## config.mk

```make
export PLATFORM = sky130hd
export DESIGN_NAME = cadf_ctrl
export DESIGN_NICKNAME = d
export VERILOG_FILES = /design/src/design/assert_macros.svh /design/src/design/cadf_pkg.sv /design/src/design/cadf_ctrl.sv
export SDC_FILE = /design/constraint.sdc
export NUM_CORES = 1
export LEC_CHECK = 0
export BUFFER_PORTS_ARGS = -buffer_cell sky130_fd_sc_hd__buf_2
export CORE_AREA = 2 2 39 41
export DETAILED_ROUTE_END_ITERATION = 7
export DIE_AREA = 0 0 41 43
export GPL_ROUTABILITY_DRIVEN = 0
export PLACE_DENSITY = 0.39
export SLEW_MARGIN = 40
export SYNTH_ARGS = -nofsm -noshare
export SYNTH_HDL_FRONTEND = slang
export SYNTH_SLANG_ARGS = --single-unit
```

## constraint.sdc

```tcl
create_clock -name clk -period 2.5 [get_ports clk]
set_clock_uncertainty 0.05 [all_clocks]
set_input_delay 0.25 -clock clk [delete_from_list [all_inputs] [get_ports clk]]
set_output_delay 0.25 -clock clk [all_outputs]
set_load 0.03 [all_outputs]
```

## src/design/assert_macros.svh

```systemverilog
// ----------------------------------------------------------------------------
// assert_macros.svh
// concurrent assertion helpers for the cidr filter
// ----------------------------------------------------------------------------
`ifndef ASSERT_MACROS_SVH
`define ASSERT_MACROS_SVH

// property checked on every rising clock edge outside reset
`define CADF_ASSERT(lbl, clk, rst_n, prop, msg) \
	lbl: assert property (@(posedge clk) disable iff (!rst_n) prop) else $error(msg);

// expression that must never be true
`define CADF_NEVER(lbl, clk, rst_n, expr, msg) \
	`CADF_ASSERT(lbl, clk, rst_n, !(expr), msg)

`endif

```

## src/design/cadf_pkg.sv

```systemverilog
// ----------------------------------------------------------------------------
// cadf_pkg
// shared types and codes of the cidr allow/deny filter
// ----------------------------------------------------------------------------
package cadf_pkg;

	localparam logic [1:0] FUNC_CHECK     = 2'd0;
	localparam logic [1:0] FUNC_ADD_ALLOW = 2'd1;
	localparam logic [1:0] FUNC_ADD_DENY  = 2'd2;
	localparam logic [1:0] FUNC_CLEAR     = 2'd3;

	localparam logic [1:0] STATUS_OK       = 2'd0;
	localparam logic [1:0] STATUS_FULL     = 2'd1;
	localparam logic [1:0] STATUS_TOO_LONG = 2'd2;

	localparam logic REG_FILTER_ENABLE      = 1'b0;
	localparam logic REG_USER_LISTS_PRESENT = 1'b1;

	localparam int IN_DATA_W  = 144;
	localparam int IN_USER_W  = 3;
	localparam int OUT_DATA_W = 8;

	localparam logic [7:0] V4_MAX_LEN = 8'd32;
	localparam logic [7:0] V6_MAX_LEN = 8'd128;

	typedef struct packed {
		logic [8:0]  tag;
		logic [63:0] hi;
		logic [63:0] lo;
	} entry_t;

	typedef struct packed {
		logic capture;
		logic exec;
		logic scan_step;
		logic result_load;
	} cmd_t;

	typedef struct packed {
		logic is_check;
		logic scan_done;
	} sts_t;

endpackage

```

## src/design/cadf_ctrl.sv

```systemverilog
// ----------------------------------------------------------------------------
// cadf_ctrl
// sequencer: accept, execute, list walk, result hand-off
// ----------------------------------------------------------------------------
module cadf_ctrl (
	input  logic          clk,
	input  logic          arst_n,
	input  logic          s_tvalid,
	output logic          s_tready,
	output logic          m_tvalid,
	input  logic          m_tready,
	input  cadf_pkg::sts_t sts,
	output cadf_pkg::cmd_t cmd
);
	import cadf_pkg::*;

	localparam logic [1:0] ST_IDLE = 2'd0;
	localparam logic [1:0] ST_EXEC = 2'd1;
	localparam logic [1:0] ST_SCAN = 2'd2;
	localparam logic [1:0] ST_FIN  = 2'd3;

	logic [1:0] state_q;
	logic [1:0] state_d;
	logic       out_valid_q;
	logic       out_free;

	assign out_free = !out_valid_q || m_tready;
	assign s_tready = (state_q == ST_IDLE);
	assign m_tvalid = out_valid_q;

	always_comb begin
		state_d = state_q;
		cmd     = '0;
		case (state_q)
			ST_IDLE: begin
				if (s_tvalid) begin
					cmd.capture = 1'b1;
					state_d     = ST_EXEC;
				end
			end
			ST_EXEC: begin
				cmd.exec = 1'b1;
				state_d  = sts.is_check ? ST_SCAN : ST_FIN;
			end
			ST_SCAN: begin
				cmd.scan_step = 1'b1;
				if (sts.scan_done)
					state_d = ST_FIN;
			end
			ST_FIN: begin
				if (out_free) begin
					cmd.result_load = 1'b1;
					state_d         = ST_IDLE;
				end
			end
			default: state_d = ST_IDLE;
		endcase
	end

	always_ff @(posedge clk or negedge arst_n) begin
		if (!arst_n) begin
			state_q     <= ST_IDLE;
			out_valid_q <= 1'b0;
		end else begin
			state_q <= state_d;
			if (cmd.result_load)
				out_valid_q <= 1'b1;
			else if (m_tready)
				out_valid_q <= 1'b0;
		end
	end

endmodule

```

* After elaboration in Yosys (flattened, before gate mapping) *
Index checks and enable logic that the tools add are counted.

word-level totals
  register bits after elaboration = 3
  input port bits = 6
  output and inout port bits = 6

cells by class
  eq/ne operators = 6
  multiplexer cells = 13
  reduce and logical (&&, ||, !) cells = 5

operators by type and width
  operator                                                          number
  1-bit 2-to-1 mux                                                  9
  2-bit one-hot mux with 4 select lines                             1
  2-bit 2-to-1 mux                                                  3
  2-bit inequality test (second input constant)                     3
  2-bit == test (second input constant)                             2
  3-bit AND reduction                                               1
  2-bit by 1-bit == test with 1-bit output (second input constant)  1
  2-bit logical NOT                                                 1
  2-bit nonzero test                                                1
  1-bit logical NOT                                                 1
  1-bit logical OR                                                  1

* Logic depth before layout (Yosys ltp) *
Gate-level depths: netlist of the first run.

  depth in word-level cells = 5
  mapped depth = 5
  depth with buffers taken out = 5

* Worst setup path after synthesis of the first run *
OpenSTA, ideal clock, no wires.

  kind = register to register
  start point = register state_q[0]
  end point = register state_q[1]
  library setup time = 0.125 ns
  arrival = 1.497 ns
  data required time = 2.325 ns
  path slack = 0.828 ns
  cell stages (with the launch flop) = 6
  clock period less this slack = 1.672 ns
  path through = dfrtp_1 > inv_1 > ha_1 > inv_1 > o221ai_4 > mux2_4

on the way
  longest elaborated chain between the ends = 3
  elaborated cells between the ends (all ways) = 9
  classes of those cells = eq/ne (6); mux (1); reduce/logical (2)

RTL lines
  element                                                    line             text
  start: declaration                                         cadf_ctrl.sv:22  logic [1:0] state_q;
  start signal: assignment                                   cadf_ctrl.sv:65  state_q <= state_d;
  2-bit == test / 2-bit logical NOT (equally long branches)  cadf_ctrl.sv:34  case (state_q)
  2-bit inequality test (no source line)                     --
  3-bit AND reduction (no source line)                       --

Parallel ways exist; a longest one is shown, timed or not.
A chain may end at the register's enable or synchronous reset.

==> flow_summary.ini, run 1 <==
[min_path]
hold_depth = 3
hp-start = m_tready
hold_class = input port to flop
hold_path_end = m_tvalid

[route]
vias_per_cell = 3.62
drtAntennaViolNets = 0
drt_iter0_markers = 2
first_pass_iters = 4
wl_um = 494
post_drt_wl_per_cell_um = 9.32
num_vias = 192
drc = 0

[critical_path]
worstSetupPathType = flop to output pin
startpoint_type = flop
r2r_end = state_q[1]
cp.arrival_ns = 1.32
cp_slowest_stage_delay_ns = 0.40
worst-path-buf-inv = 2
r2r_cells = 5
end_kind = output pin
timing.rr.start = state_q[0]
rrSetupSlack_ns = 1.00
path_delay_family = flip-flops
crit_chain = inv_1, ha_1, and2_1, buf_2
worstPathMaxFanout = 4
cp_data_required_time_ns = 2.20
cp_slowest_cell = dfrtp_1

[placement]
dpl.hpwl_um = 410
io_buffers = 11
placed_area_sq_um = 319
dpl.cell_count = 48

[cts]
clk-insertion-delay-late_ns = 0.23
cts_sinks = 3
path_clk_slew_ns = 0.04
root_buffer = clkbuf_4
cts_max_level = 1
postCtsHoldBufs = 1
cts_resized = 0
post_cts_buffers = 0
cts_made_buffers = 3
cts.path.max_buffers = 2
cts_tree = yes

[pwr]
switchingPower_uw = 254
p_clk_frac = 0.161
p_seq_frac = 0.202
p_total_uw = 525
switching_share = 0.484
irDropWorstVdd_v = 0.000455
power_leakage_nw = 0.191
internal_power_uw = 271
pwr-share-comb = 0.637
powerDensity_nw_per_um2 = 1480

[yosys]
ys_top_cells_by_area = dfrtp_1 31%, ha_1 21%, o221ai_4 11%
synth_seq_cells = 3
yosysUniqueCellTypes = 13
yosysTopAreaCell = dfrtp_1
synth_fa_ha_area_frac = 0.205
syn_area_per_cell_sq_um = 11.6
synth_area_sq_um = 244
synth_compound_area_frac = 0.144
synth_flop_cell = dfrtp_1
synth-seq-area-share = 0.308
ys_warn_count = 0
synthArstFlopShare = 1.00
synth_edf_count = 0
synthMuxAreaShare = 0.103
synth_top_area_share = 0.308
syn-num-nets = 31
ys_top_cells_by_count = 4 x ha_1, 4 x inv_1, 3 x dfrtp_1
synth-simple-area-share = 0.179
synth_xor_area_frac = 0
syn-instance-count = 21
synth_top_family_by_area = adder cells

[global_route]
grt_pass1_wl_um = 828
grt_start_max_net_pins = 6
grt_usage = 0.0775
grt-ovfl-total = 0
grt_pass1_vias = 199
antenna_found_initial = 0

[status]
status = finished, final reports clean

[floorplan]
die_y_um = 43
die-width_um = 41
die-area_sq_um = 1760
design.core.area_sq_um = 1380
ioPinCount = 12
row_count = 14
initial_core_util = 0.176

[timing]
hold_viol = 0
setup_viol = 0
min_period_over_period = 0.650
clock.fmax_mhz = 616
period_minus_slack_ns = 1.62
fin_tns_setup_ns = 0
rsz0062_at_grt = false
maxSlewViolCount = 0
maxSlewHeadroom = 0.833
tightest_slew_ns = 0.250

[finish]
nNetsFinal = 48
syn_to_final_growth_pct = 45.6
final_area_sq_um = 355
final_cells = 53
insertedDiodeCount = 0
fill_cells = 157
drive_above_1_share = 0.486

[run]
drv_cap = 0
cell usage in the layout, fill, tap and decap left out, drive strengths merged:
cell	Yosys	layout
dlygate4sd3	0	1
nand2	1	1
ha	4	4
nor2b	1	1
buf	0	11
mux2	1	1
inv	4	4
and2	2	2
mux2i	1	1
o221ai	1	1
dfrtp	3	3
nand2b	2	2
a221oi	1	1
clkbuf	0	4
kinds of logic after synthesis:
logic type / Yosys count
buffers and inverters: 4
AO/OA/AOI/OAI: 2
adder cells (fa/ha/maj): 4
flip-flops: 3
multiplexers: 2
AND/OR/NAND/NOR: 6
area by class of cell:
cell class	count	area, sq um	area share
Sequential cell	3	75.1	0.211
Tap cell	16	20.0	0.0563
Timing Repair Buffer	12	65.1	0.183
Multi-Input combinational cell	14	154	0.433
Clock buffer	4	26.3	0.0739
Inverter	4	15.0	0.0423
flip-flops by register name, indices dropped and copies added, names as in the netlist:
| register | count |
|---|---|
| state_q | 2 |
| m_tvalid | 1 |
layer usage:
metal / track usage / share of wire / up-vias
met5: 0 / 0 / -
met4: 0.0800 / 0 / 0
met3: 0.0471 / 0.077 / 0
met2: 0.0875 / 0.45 / 8
met1: 0.0906 / 0.47 / 84
li1: - / - / 100
through the flow:
stage	utilization	hold slack, ns	worst slack, ns
finish	0.257	0.285	0.876
global route	0.257	0.278	0.778
CTS	0.257	0.283	0.853
detailed placement	0.231	0.00154	0.989
global placement	0.231	0.000476	1.03
floorplan	-	-0.0956	0.828
power groups by stage:
stage / clock network (mW) / logic (mW) / registers (mW)
floorplan: 0 / 0.257 / 0.115
global placement: 0 / 0.338 / 0.104
detailed placement: 0 / 0.341 / 0.106
CTS: 0.0905 / 0.342 / 0.106
global route: 0.103 / 0.374 / 0.110
finish: 0.0848 / 0.334 / 0.106
worst register-to-register path: stages, from the launching register on:
cell and delay (ns):
dfrtp_1 0.40, inv_1 0.14, ha_1 0.18, inv_1 0.07
o221ai_4 0.23, mux2_4 0.32
worst max path at each step:
stage	start	to	slack, ns	depth (start not counted)
2_1_floorplan	state_q[0]	state_q[1]	0.83	5
3_3_place_gp	state_q[0]	state_q[1]	1.03	5
3_5_place_dp	state_q[0]	state_q[1]	0.99	5
4_1_cts	state_q[0]	cmd[3]	0.85	4
5_1_grt	state_q[0]	cmd[3]	0.78	4
6_report	state_q[0]	cmd[3]	0.88	4
Note: power is estimated with default switching activity, not from simulation.
==> run 2, diff against run 1 <==
PLACE_DENSITY = 0.4   (was 0.39)
clock period = 1.31 ns   (was 2.5 ns; I/O delays follow)
==> run 2 against run 1 <==
The run now ends with negative setup slack left. Global-route usage up 1.8 points. Count of clock-buffer cells in the layout unchanged. Worst hold slack lost 0.14 ns. Clock power increased by 100%. Power grew to 3.0 times the previous value. Sequential power grew 89%. First-iteration DRC count down 100%. Flip-flop and latch count unchanged. Critical endpoint unchanged. Largest cell class unchanged. Highest routed layer unchanged.
==> flow_summary.ini, run 2 (same netlist as run 1, synthesis figures left out) <==
[cts]
cts_made_buffers = 3
cts.path.max_buffers = 2
root_buffer = clkbuf_4
clk-insertion-delay-late_ns = 0.24
cts_max_level = 1
path_clk_slew_ns = 0.04
cts_sinks = 3
cts_tree = yes

[route]
drc = 0
drt_iter0_markers = 0
post_drt_wl_per_cell_um = 10.3
num_vias = 256
vias_per_cell = 3.94
drtAntennaViolNets = 0
first_pass_iters = 1
wl_um = 671

[timing]
period_minus_slack_ns = 1.40
tightest_slew_ns = 0.210
rsz0062_at_grt = true
min_period_over_period = 1.07
hold_ws_ns = 0.141
setup_viol = 6
maxSlewViolCount = 0
clock.fmax_mhz = 714
final.setup.worst_slack_ns = -0.0903
maxSlewHeadroom = 0.860
hold_viol = 0

[status]
status = finished, violations left
failed_checks = negative setup slack

[min_path]
hold_depth = 3
hp-start = m_tready
hold_class = input port to flop
hold_path_end = m_tvalid

[finish]
drive_above_1_share = 0.837
finalCoreUtilization = 0.389
syn_to_final_growth_pct = 121
fill_cells = 141
nNetsFinal = 60
multiInputGateArea_sq_um = 204
layout_common_cells = 10 x buf_4, 7 x buf_6, 6 x buf_2
insertedDiodeCount = 0
largest_register_ffs = 2
final_common_cell = buf_4
final_area_sq_um = 538
seq_area_sq_um = 76.3
largest_register = state_q

[global_route]
antenna_found_initial = 0
grt-ovfl-total = 0
grt_pass1_wl_mm = 1.03
grt_pass1_vias = 269
grt_usage = 0.0955
grt_start_max_net_pins = 4

[floorplan]
row_count = 14
die-area_sq_um = 1760
die-width_um = 41
ioPinCount = 12
die_y_um = 43
design.core.area_sq_um = 1380
initial_core_util = 0.176

[critical_path]
r2r_end = state_q[1]
end_kind = output pin
timing.rr.start = state_q[0]
r2r_cells = 5
worst-path-buf-inv = 3
worstSetupPathType = flop to output pin
path_delay_family = flip-flops
rrSetupSlack_ns = -0.08
worstPathMaxFanout = 3
cp_common_cell = buf_6
cp_slowest_stage_delay_ns = 0.42
cp_data_required_time_ns = 1.13
startpoint_type = flop
crit_chain = inv_4, ha_4, buf_6, and2_4, buf_6
cp_slowest_cell = dfrtp_2
cp.arrival_ns = 1.22

[placement]
placed_area_sq_um = 389
dpl.hpwl_um = 455
io_buffers = 11

[run]
drv_cap = 0

[pwr]
irDropWorstVdd_v = 0.00105
powerDensity_nw_per_um2 = 2960
power_leakage_nw = 0.257
-- run 2: cell types whose count changed in the layout (fill, tap and decap cells not counted), sizes merged --
cell  change
buf      +12
-- run 2: worst max-delay path by stage --
stage,slack (ns),from,to,cells past startpoint
4_1_cts,-0.13,state_q[0],cmd[3],5
3_5_place_dp,-0.10,state_q[1],state_q[1],5
6_report,-0.09,state_q[0],cmd[3],5
3_3_place_gp,-0.09,state_q[1],state_q[1],5
2_1_floorplan,-0.13,state_q[0],state_q[1],5
5_1_grt,-0.14,state_q[0],cmd[3],5
-- run 2: worst reg2reg max path: stages (launching register included) --
cell and delay (ns):
dfrtp_2 0.42, buf_4 0.15, ha_4 0.15, inv_2 0.07, o221ai_4 0.12, mux2_4 0.31
-- run 2: routing by layer --
layer	track usage	up-vias	part of all wire
met5	0	-	0
li1	-	124	-
met1	0.0839	124	0.39
met3	0.0471	0	0.051
met2	0.141	8	0.56
met4	0.100	0	0
-- run 2: per-stage QoR --
step | worst slack [ns] | instances | total power, mW | setup TNS, ns
floorplan | -0.128 | 21 | 0.796 | -0.196
global placement | -0.0912 | 54 | 1.05 | -0.151
detailed placement | -0.101 | 54 | 1.05 | -0.163
CTS | -0.128 | 62 | 1.44 | -0.527
global route | -0.139 | 65 | 1.70 | -0.624
finish | -0.0903 | 65 | 1.59 | -0.364
-- run 2: report_power, final --
group          total, mW  switching (mW)  internal, mW
logic               1.23           0.558         0.667
registers          0.200          0.0514         0.148
clock network      0.170          0.0554         0.115
total               1.59           0.665         0.930
-- run 2: area by class of cell --
type,count,share of cell area
multi-input combinational,14,0.379
clock buffer,4,0.0488
inverter,4,0.0326
tap,16,0.0372
timing repair buffer,24,0.360
sequential,3,0.142
-- run 2: what timing repair did --
item                                   CTS  global route
endpoints found under the hold margin    3             0
pin swaps                                1             1
buffers inserted                         3             3
setup endpoints to repair                6             7
resized for setup                       11            13
hold buffers                             1             0
==> run 3, diff against run 2 <==
ABC_CLOCK_PERIOD_IN_PS = 1310   (was default)
REMOVE_ABC_BUFFERS = 1   (was default)
==> run 3 against run 2 <==
The run still ends with negative setup slack left. Highest routed layer unchanged. Power shrank 9.9%. Critical path type is now flop to flop. Flip-flop and latch count unchanged. Global-route usage barely moved. Core utilization fell by 2.8 points. Setup slack gained 0.0022 ns.
==> flow_summary.ini, run 3 (same netlist as run 1, synthesis figures left out) <==
[min_path]
hp-start = m_tready
hold_path_end = m_tvalid
hold_depth = 3
hold_class = input port to flop

[cts]
root_buffer = clkbuf_4
path_clk_slew_ns = 0.04
clk-insertion-delay-late_ns = 0.23
cts_max_level = 1
cts.path.max_buffers = 2
cts_sinks = 3
cts_made_buffers = 3
cts_tree = yes

[finish]
layout_common_cells = 8 x buf_2, 7 x buf_6, 6 x buf_4
syn_to_final_growth_pct = 105
final_common_cell = buf_2
largest_register_ffs = 2
multiInputGateArea_sq_um = 188
drive_above_1_share = 0.787
seq_area_sq_um = 76.3
final_cells = 63
nNetsFinal = 58
insertedDiodeCount = 0
fill_cells = 141
largest_register = state_q

[critical_path]
cp_data_required_time_ns = 1.37
r2r_end = state_q[1]
cp_slowest_cell = dfrtp_1
cp.arrival_ns = 1.45
worstSetupPathType = flop to flop
cp_common_cell = inv_2
end_kind = flop
crit_chain = inv_2, ha_2, inv_2, o221ai_4, mux2_4
rrSetupSlack_ns = -0.09
cp_slowest_stage_delay_ns = 0.38
startpoint_type = flop
r2r_cells = 5
timing.rr.start = state_q[0]
worstPathMaxFanout = 3

[route]
post_drt_wl_per_cell_um = 9.22
num_vias = 241
wl_um = 581
drc = 0
drt_iter0_markers = 3
drtAntennaViolNets = 0
first_pass_iters = 2
vias_per_cell = 3.83

[status]
status = finished, violations left
failed_checks = negative setup slack

[run]
drv_cap = 0

[global_route]
antenna_found_initial = 0
grt_usage = 0.0956
grt_start_max_net_pins = 4
grt_pass1_vias = 283
grt-ovfl-total = 0
grt_pass1_wl_mm = 1.07

[timing]
hold_ws_ns = 0.160
clock.fmax_mhz = 715
rsz0062_at_grt = true
period_minus_slack_ns = 1.40
setup_viol = 5
tightest_slew_ns = 0.226
maxSlewViolCount = 0
hold_viol = 0
maxSlewHeadroom = 0.849
min_period_over_period = 1.07
final.setup.worst_slack_ns = -0.0881

[floorplan]
ioPinCount = 12
row_count = 14
die-area_sq_um = 1760
die_y_um = 43
die-width_um = 41
design.core.area_sq_um = 1380
initial_core_util = 0.176

[placement]
io_buffers = 11
dpl.cell_count = 55
dpl.hpwl_um = 437

[pwr]
powerDensity_nw_per_um2 = 2880
p_total_mw = 1.44
power_leakage_nw = 0.243
irDropWorstVdd_v = 0.00113
run 3: routing by layer:
metal / share of wire / wire length [um] / global-route usage
met4: 0 / 0 / 0.0600
met1: 0.36 / 211 / 0.0841
met2: 0.54 / 314 / 0.156
met3: 0.093 / 54 / 0.0524
met5: 0 / 0 / 0
run 3: through the flow:
| stage | cell area [sq um] | utilization | setup WS (ns) | TNS, ns |
|---|---|---|---|---|
| final | 499 | 0.361 | -0.0881 | -0.235 |
| after global routing | 499 | 0.361 | -0.145 | -0.620 |
| after CTS | 490 | 0.354 | -0.120 | -0.425 |
| after detailed placement | 372 | 0.269 | -0.114 | -0.183 |
| after global placement | 372 | 0.269 | -0.0967 | -0.151 |
| after floorplan | 244 | - | -0.362 | -0.652 |
run 3: how the worst max path moves through the flow:
stage,from,slack [ns],endpoint
after floorplan,state_q[0],-0.36,state_q[1]
after global placement,state_q[0],-0.1,state_q[1]
after detailed placement,state_q[0],-0.11,state_q[1]
after CTS,state_q[1],-0.12,cmd[3]
after global routing,state_q[0],-0.15,state_q[1]
final,state_q[0],-0.09,state_q[1]
run 3: power by group:
part | leakage [nW] | internal (mW) | total (mW) | switching [mW]
Combinational | 0.193 | 0.584 | 1.08 | 0.497
Clock | 0.0150 | 0.114 | 0.157 | 0.0435
Sequential | 0.0346 | 0.148 | 0.198 | 0.0501
run 3: layout make-up:
class                   instances  area share
repair buffers                 22       0.348
inverters                       4      0.0301
clock buffers                   4      0.0526
well taps                      16      0.0401
multi-input cells              14       0.376
flip-flops and latches          3       0.153
run 3: worst max-delay path, delay by kind of cell (launching register included):
family	cells	cell delay (ns)
multiplexers	1	0.32
AO/OA/AOI/OAI	1	0.19
flip-flops	1	0.38
buffers and inverters	2	0.15
adder cells (fa/ha/maj)	1	0.19
run 3: timing repair:
item,in CTS,in global routing
resized for setup,21,1
hold endpoints to repair,3,0
cloned,0,0
buffers inserted,2,1
hold buffers,1,0
pin swaps,2,1
endpoints found under the setup margin,6,7
